## src/rtl/core/random_access_deque_core_assert.svh

```systemverilog
// Assertion macros shared by the random access deque core.
// Users must have signals named clk and rst_n in scope.
`ifndef RANDOM_ACCESS_DEQUE_CORE_ASSERT_SVH
`define RANDOM_ACCESS_DEQUE_CORE_ASSERT_SVH

// Checks that a condition holds on every clock edge outside reset.
`define RAD_ASSERT(label, expr) \
    label: assert property (@(posedge clk) disable iff (!rst_n) (expr)) \
        else $error("deque core assertion failed");

// Checks that a condition in one cycle implies another in the next cycle.
`define RAD_ASSERT_NEXT(label, ante, cons) \
    label: assert property (@(posedge clk) disable iff (!rst_n) (ante) |=> (cons)) \
        else $error("deque core assertion failed");

`endif

```

## src/rtl/core/rad_pkg.sv

```systemverilog
// Package for the random access deque core: sizes, codes and shared types.
// Used by every module of the core; depends on nothing.
`timescale 1ns / 1ps

package rad_pkg;

    localparam int DEPTH       = 1024;
    localparam int ADDR_W      = (DEPTH > 1) ? $clog2(DEPTH) : 1;
    localparam int FILL_W      = $clog2(DEPTH + 1);
    localparam int SUM_W       = ADDR_W + 1;
    localparam int WORD_W      = 32;
    localparam int POS_W       = 10;
    localparam int MODE_W      = 2;
    localparam int STAT_W      = 2;
    localparam int CNT_W       = 11;
    localparam int CMP_W       = (FILL_W > POS_W) ? FILL_W : POS_W;
    localparam int S_TDATA_W   = 48;
    localparam int S_TUSER_W   = 3;
    localparam int M_TDATA_W   = 48;
    localparam int M_PAD_W     = M_TDATA_W - WORD_W - STAT_W - CNT_W;

    localparam logic [MODE_W-1:0] MODE_PUSH = 2'd0;
    localparam logic [MODE_W-1:0] MODE_READ = 2'd1;
    localparam logic [MODE_W-1:0] MODE_POP  = 2'd2;

    localparam logic SIDE_FRONT = 1'b0;

    typedef enum logic [STAT_W-1:0] {
        STAT_OK    = 2'd0,
        STAT_FULL  = 2'd1,
        STAT_EMPTY = 2'd2,
        STAT_RANGE = 2'd3
    } status_t;

    typedef struct packed {
        logic capture;
        logic exec;
        logic load;
    } rad_cmd_t;

    function automatic logic [ADDR_W-1:0] wrap_add(
        input logic [ADDR_W-1:0] base,
        input logic [ADDR_W-1:0] ofs
    );
        logic [SUM_W-1:0] sum;
        sum = {1'b0, base} + {1'b0, ofs};
        if (sum >= SUM_W'(DEPTH))
        begin
            sum = sum - SUM_W'(DEPTH);
        end
        return sum[ADDR_W-1:0];
    endfunction

endpackage

```

## src/rtl/core/rad_ctrl.sv

```systemverilog
// Controller of the random access deque core: sequences capture, execute
// and result load, and owns both stream handshakes. Depends on rad_pkg.
`timescale 1ns / 1ps

module rad_ctrl
    import rad_pkg::*;
(
    input  logic     clk,
    input  logic     rst_n,
    input  logic     s_tvalid,
    output logic     s_tready,
    output logic     m_tvalid,
    input  logic     m_tready,
    output rad_cmd_t cmd
);

    typedef enum logic [2:0] {
        ST_IDLE = 3'b001,
        ST_EXEC = 3'b010,
        ST_LOAD = 3'b100
    } state_t;

    state_t state_reg;
    state_t state_next;
    logic   out_valid_reg;
    logic   out_valid_next;

    always_comb
    begin
        cmd.capture = 1'b0;
        cmd.exec    = 1'b0;
        cmd.load    = 1'b0;
        s_tready    = 1'b0;
        state_next  = state_reg;
        case (state_reg)
            ST_IDLE:
            begin
                s_tready    = 1'b1;
                cmd.capture = s_tvalid;
                if (s_tvalid)
                begin
                    state_next = ST_EXEC;
                end
            end
            ST_EXEC:
            begin
                cmd.exec   = 1'b1;
                state_next = ST_LOAD;
            end
            ST_LOAD:
            begin
                if (!out_valid_reg || m_tready)
                begin
                    cmd.load   = 1'b1;
                    state_next = ST_IDLE;
                end
            end
            default:
            begin
                state_next = ST_IDLE;
            end
        endcase
    end

    always_comb
    begin
        out_valid_next = out_valid_reg;
        if (cmd.load)
        begin
            out_valid_next = 1'b1;
        end
        else if (m_tready)
        begin
            out_valid_next = 1'b0;
        end
    end

    assign m_tvalid = out_valid_reg;

    always_ff @(posedge clk or negedge rst_n)
    begin
        if (!rst_n)
        begin
            state_reg     <= ST_IDLE;
            out_valid_reg <= 1'b0;
        end
        else
        begin
            state_reg     <= state_next;
            out_valid_reg <= out_valid_next;
        end
    end

endmodule

```

## config.mk

```make
export PLATFORM = sky130hd
export DESIGN_NAME = rad_ctrl
export DESIGN_NICKNAME = d
export VERILOG_FILES = /design/src/rtl/core/random_access_deque_core_assert.svh /design/src/rtl/core/rad_pkg.sv /design/src/rtl/core/rad_ctrl.sv
export SDC_FILE = /design/constraint.sdc
export NUM_CORES = 1
export LEC_CHECK = 0
export BUFFER_PORTS_ARGS = -buffer_cell sky130_fd_sc_hd__buf_2
export CORE_AREA = 5 5 42 44
export DETAILED_ROUTE_END_ITERATION = 6
export DIE_AREA = 0 0 47 49
export GPL_TIMING_DRIVEN = 1
export PLACE_DENSITY = 0.36
export SETUP_SLACK_MARGIN = 0.05
export SLEW_MARGIN = 0
export SYNTH_ARGS = -nofsm -noshare
export SYNTH_HDL_FRONTEND = slang
export SYNTH_SLANG_ARGS = --single-unit
```

## constraint.sdc

```tcl
create_clock -name clk -period 1 [get_ports clk]
set_input_delay 0.1 -clock clk [delete_from_list [all_inputs] [get_ports clk]]
set_output_delay 0.1 -clock clk [all_outputs]
set_load 0.005 [all_outputs]
```

==> Word-level counts from Yosys, hierarchy flattened <==
Index checks and enable logic that the tools add are counted.
{ "classes": {"n_eq_ne": 5, "n_mux": 10, "reduce_logical": 4} }
{ "ops": {"columns": ["cell", "n"], "rows": [
  ["$pmux 3 s3", 1],
  ["$mux 1", 7],
  ["$mux 3", 2],
  ["$ne 2x2->1 const B", 2],
  ["$eq 3x1->1 const B", 1],
  ["$eq 3x2->1 const B", 1],
  ["$eq 3x3->1 const B", 1],
  ["$reduce_and 2->1", 1],
  ["$reduce_bool 2->1", 1],
  ["$logic_not 1->1", 1],
  ["$logic_or 1x1->1", 1]
]} }
{ "word_totals": {"regBits": 4, "output_inout_bits": 5, "wordCells": 21} }

==> Logic depth before layout (Yosys ltp) <==
Gate-level depths: netlist of the first run.
{ "logic_depth": {"depth_word": 5, "mapped_depth": 3, "depth_no_buf": 2} }

==> Worst setup path after synthesis of the first run <==
Ideal clock, no wire load.
{ "synth_path": {"path_kind": "register to output", "from": "register state_reg[1]", "to": "output cmd[0] in the netlist's numbering", "t_arrival_ns": 0.972, "required_time_ns": 0.900, "slack_ns": -0.072, "path_stages_with_launch": 4, "n_path_buf": 1, "path_cell_list": "dfrtp_1 or3b_1 a21oi_2 buf_4"} }
{ "synth_lines": {"columns": ["element", "line", "rtl"], "rows": [
  ["start, declared", "rad_ctrl.sv:23", "state_t state_reg;"],
  ["start signal, assigned", "rad_ctrl.sv:89", "state_reg <= state_next;"],
  ["end, declared", "rad_ctrl.sv:14", "output rad_cmd_t cmd"]
]} }

==> metrics.txt, run 1 <==
initial drt markers 2; core area between 0.001 and 0.0015 sq mm; Placement Cell Area ~310 sq um; Skew-Pair Late Insertion Delay ~0.24 ns; Worst setup SP type register; crit-path cells or3b_4, a21oi_2, buf_2; first-pass GRT wire length 1.076 mm; minimum period implied by the final worst setup slack 1.319 ns; Design Area, Final 399.1 sq um; clk sinks 4; Pleak around 0.19 nW; n_diodes 0; vias in the first global route 250; Yosys warning total 0; Synth-to-Final Area Change 74.32%; Max-cap violations 0; delay of the slowest cell on the worst path 0.40 ns; clk slew on worst S/H paths ~0.04 ns; DR vias/cell 3.907; row cnt 14; Final setup violation count 6; Final GP Congestion between 0.6 and 0.7; kind of critical path reg -> out; share of layout cells above drive strength 1 about 76%; Routed Antenna Nets 0; Reg area between 100 and 150 sq um; post-synth cell types 13; Synth Net Count 24; Post-Syn Area per Cell ~11 sq um; Setup crit end kind output port; Residual DRC 0; Seq/Total Area, Yosys approximately 44%; Post-Synthesis Cells 20; die width 47 microns; largest net degree at the start of global routing 7; Power per Cell Area 2513 mW/mm^2; chip height ~49 microns; # H-tree levels 1; Fill cells 163; Num CTS Buffers 3; DR vias 211; grt total ovfl 0; routed len/inst around 11 microns; #FFs+latches synth 4; worst hold path type in -> reg; clk buf depth 2; crit-path max FO 2; All-Layer GR Usage under 10%; Clock Tree Root clkbuf_4; initial antenna violation count 0; status finished with violations; area of the multi-input gates between 100 and 150 sq um; Slew Limit Headroom approximately 88%; max FFs per register 3; post-route worst setup slack -0.3195 ns; RSZ-0062 raised after global routing true; initial core utilization between 10% and 20%; CTS tree yes; synthesized area 229.0 sq um; Slew Viols, Final 0; Worst-Margin Slew 0.1834 ns; wirelength, routed between 500 and 600 microns; I/O pins 9; DP Worst Slack -0.09850 ns; PortBufs 8; nets 43; final hold violation count 0; CP max-delay cell or3b_4; f_max approximately 0.76 GHz; IR Drop Worst-Case VDD 628.7 uV; DIE AREA between 0.002 and 0.0025 sq mm; Final Skew approximately 0.0044 ns; fin crit share 131.9%; DRT Pass-1 Iters 2; WP data arrival 1.22 ns; worst endpoint required time ~0.9 ns; violated checks setup timing
[power breakdown]
part           switching [W]  internal [W]  total (W)
clock              0.0000727      0.000150   0.000223
combinational       0.000189      0.000313   0.000502
sequential         0.0000485      0.000230   0.000278
[synthesized netlist by cell type]
library cell | number | area (sq um)
and4bb_2 | 3 | 37.54
and2b_2 | 1 | 8.760
dfrtp_1 | 3 | 75.07
dfstp_2 | 1 | 26.28
a21oi_2 | 1 | 8.760
inv_1 | 3 | 11.26
a211oi_2 | 1 | 12.51
o21ai_0 | 1 | 5.000
nor3_1 | 1 | 5.000
buf_4 | 2 | 15.01
nor3b_1 | 1 | 7.510
or3b_1 | 1 | 8.760
o21a_1 | 1 | 7.510
[layout by cell type (no fill, tap or decap), drive strengths merged]
master and n:
nor3 1, buf 15, or3b 1, dfstp 1, o21a 1, o21ai 1, and4bb 3, dlygate4sd3 1
nor3b 1, and2b 1, inv 3, clkbuf 4, a211oi 1, a21oi 1, dfrtp 3
[critical path, delay by kind of cell, from the launching register on]
| family | cells | cell delay (ns) |
|---|---|---|
| flip-flops | 1 | 0.37 |
| AO/OA/AOI/OAI | 1 | 0.10 |
| buffers and inverters | 1 | 0.12 |
| AND/OR/NAND/NOR | 1 | 0.40 |
[through the flow]
stage           TNS, ns  hold slack, ns  util [%]  power (W)  std cells
3_3_place_gp    -0.1438        -0.09321     22.23  0.0006324         47
3_5_place_dp    -0.1686        -0.09196     22.23  0.0006328         47
2_1_floorplan  -0.07196         -0.1956         -  0.0004543         20
5_1_grt          -1.476          0.1126     28.48   0.001100         54
4_1_cts          -1.098         0.09740     27.77  0.0009734         54
6_report         -1.065          0.1054     28.48   0.001003         54
[final timing paths]
kind / start / to / slack [ns] / cells after the start
min: m_tready / m_tvalid / 0.11 / 2
max in group asynchronous: rst_n / state_reg[0] / 0.60 / 2
max: state_reg[1] / cmd[0] / -0.32 / 3
min in group asynchronous: rst_n / m_tvalid / 0.19 / 2
min reg2reg: state_reg[0] / state_reg[0] / 0.60 / 3
max reg2reg: state_reg[0] / state_reg[0] / -0.11 / 4
[what timing repair did]
action	4_1_cts	5_1_grt
resized for setup	7	2
buffers inserted	2	0
hold buffers	1	0
setup endpoints to repair	8	9
pin swaps	3	2
hold endpoints to repair	4	0
[cells by family (layout without fill, tap and decap cells)]
group	after synthesis	in the layout	synth area share [%]
AO/OA/AOI/OAI	4	4	14.75
flip-flops	4	4	44.26
AND/OR/NAND/NOR	7	7	29.51
buffers and inverters	5	23	11.47
[metal layers]
layer | global-route usage [%] | vias up | part of all wire [%]
met4 | 5.530 | 0 | 0
met5 | 0 | - | 0
met1 | 7.350 | 104 | 34
li1 | - | 104 | -
met3 | 2.583 | 0 | 5.9
met2 | 9.502 | 3 | 60
[final cells by class]
cell class | instances | share of cell area [%]
repair buffers | 16 | 30.09
inverters | 3 | 2.821
clock buffers | 4 | 6.583
flip-flops and latches | 4 | 25.39
multi-input cells | 11 | 30.09
well taps | 16 | 5.016
Note: power is estimated with default switching activity, not from simulation.
==> run 2: changes to the inputs <==
==> constraint.sdc (replaced) <==
create_clock -name clk -period 1 [get_ports clk]
set_input_delay 0.25 -clock clk [delete_from_list [all_inputs] [get_ports clk]]
set_output_delay 0.25 -clock clk [all_outputs]
set_load 0.005 [all_outputs]
==> run 2 against run 1 <==
Net effect: total power increased by 3.1%; combinational power is 6.0% higher; largest cell class is now buffers; non-clock buffer count is 1 higher; maximum frequency shrank 11%; clock skew grew 0.00092 ns; sequential share of layout area is 0.77 points lower; highest routed layer is now met4; clock power barely moved; first-iteration DRC count is the same; sequential cell count stayed put; the flow still finishes with violations (setup timing); utilization rose by 0.89 points; final cell count is 1.9% higher.
==> metrics.txt, run 2 (synthesized netlist as in run 1, its figures left out) <==
DRT Pass-1 Iters 4 (+2); Power per Cell Area 2514 mW/mm^2 (about the same); PortBufs 8 (unchanged); vias in the first global route 238 (-4.8%); Design Area, Final 411.6 sq um (+3.1%); Slew Viols, Final 0 (unchanged); chip height 49 microns (unchanged); Synth-to-Final Area Change 79.78%; CP max-delay cell or3b_4; Sum Neg Setup Slack -1.865 ns (-0.7996 ns); Gate power share 51.4% (+1.4 points); post-route worst setup slack -0.4809 ns (-0.1615 ns); CP bufs+invs 1 (unchanged); DR vias 223 (+5.7%); core area 0.001401 sq mm (unchanged); CTS tree yes; DP Worst Slack -0.2338 ns (-0.1353 ns); initial core utilization 16.34% (unchanged); commonest cells after routing, fill and taps aside buf_2 (8), buf_6 (5); Slew Limit Headroom 89.74% (+2.1 points); f_max 0.6753 GHz (-11%); Skew-Pair Late Insertion Delay 0.24 ns (about the same); sw frac 30.97% (about the same); routed len/inst 11.31 microns (+5.7%); DR vias/cell 4.055 (+3.8%); worst endpoint required time 0.75 ns (-0.15 ns); DIE AREA 0.002303 sq mm (unchanged); Worst-Margin Slew 0.1538 ns (-0.02968 ns); Fill cells 157 (-3.7%); clk buf depth 2 (unchanged); All-Layer GR Usage 6.007% (-0.64 points); commonest non-fill, non-tap cell in the layout buf_2; violated checks setup timing; cell family with most CP delay simple AND/OR/NAND/NOR gates; Routed Antenna Nets 0 (unchanged); Sequential Power Share 26.9% (-0.8 points); Max-cap violations 0 (unchanged); # H-tree levels 1 (unchanged); clock power share 21.7% (-0.5 points); I/O pins 9 (unchanged); Setup crit end kind output port; crit-path cells or3b_4, a21oi_2, buf_2; WP data arrival 1.23 ns (about the same); Num CTS Buffers 3 (unchanged); first-pass GRT wire length 979 microns (-9.0%); Placement Cell Area 311.5 sq um (unchanged); minimum period implied by the final worst setup slack 1.481 ns (+0.1615 ns); final hold violation count 0 (unchanged); crit-path max FO 4 (+2); wirelength, routed 622 microns (+7.6%); P_sw 0.0003204 W (+3.1%); Clock Tree Root clkbuf_4; initial antenna violation count 0 (unchanged); Hold Slack 0.2213 ns (+0.1159 ns); die width 47 microns (unchanged); internal power 0.0007143 W (+3.1%); worst hold path type in -> reg; IR Drop Worst-Case VDD 731.8 uV (+16%); clk sinks 4 (unchanged); Final setup violation count 8 (+2); initial drt markers 2 (unchanged); clk slew on worst S/H paths 0.04 ns (about the same); Pleak 0.1999 nW (+3.8%); Final Skew 0.005341 ns (+0.0009183 ns); max FFs per register 3 (unchanged); Residual DRC 0 (unchanged); n_diodes 0 (unchanged); grt total ovfl 0 (unchanged); row cnt 14 (unchanged); Worst setup SP type register; nets 44 (+2.3%); Final GP Congestion 0.6297 (-7.7%); RSZ-0062 raised after global routing true; delay of the slowest cell on the worst path 0.40 ns (about the same); fin crit share 148.1% (+16 points); largest net degree at the start of global routing 7 (unchanged); kind of critical path reg -> out; status finished with violations; share of layout cells above drive strength 1 79.49% (+3.2 points)
==> run 2: cell count changes in the layout (fill, tap and decap cells not counted) <==
cell,delta
o21ai_0,-1
buf_2,+1
buf_4,-1
buf_6,+1
o21ai_2,+1
==> run 2: path summary, 6_finish.rpt <==
kind,depth (start not counted),startpoint,slack (ns),end
max,3,state_reg[0],-0.48,cmd[0]
min,2,m_tready,0.22,m_tvalid
max reg2reg,4,state_reg[0],-0.08,state_reg[0]
min reg2reg,2,m_tvalid,0.58,m_tvalid
max in group asynchronous,2,rst_n,0.45,state_reg[0]
min in group asynchronous,2,rst_n,0.34,m_tvalid
==> run 2: final cells by class <==
class                           count  area, sq um  share of cell area [%]
Inverter                            3        11.26                   2.736
Tap cell                           16        20.02                   4.863
Clock buffer                        4        26.28                   6.383
Sequential cell                     4        101.3                   24.62
Timing Repair Buffer               17        128.9                   31.31
Multi-Input combinational cell     11        123.9                   30.09
==> run 2: per-layer routing <==
layer	global-route usage, %	vias to the layer above	part of all wire (%)
li1	-	106	-
met1	6.222	108	37
met2	8.824	7	55
met3	3.321	2	6.6
met4	4.147	0	1.4
met5	0	-	0
==> run 2: what timing repair did <==
item / CTS / global route
buffers inserted: 2 / 2
hold buffers: 1 / 0
endpoints found under the hold margin: 4 / 0
endpoints found under the setup margin: 8 / 8
pin swaps: 2 / 4
resized for setup: 5 / 7
==> run 2: power by group through the flow <==
stage / combinational (W) / sequential [W] / clock, W
finish: 0.000532 / 0.000278 / 0.000224
global route: 0.000573 / 0.000287 / 0.000253
CTS: 0.000467 / 0.000269 / 0.000239
detailed placement: 0.000367 / 0.000272 / 0
global placement: 0.000374 / 0.000272 / 0
floorplan: 0.000178 / 0.000277 / 0
==> run 2: per-stage QoR <==
stage	total power, W	instances	util (%)
floorplan	0.0004541	20	-
global route	0.001112	55	29.38
detailed placement	0.0006397	47	22.23
global placement	0.0006453	47	22.23
CTS	0.0009755	54	27.05
finish	0.001035	55	29.38
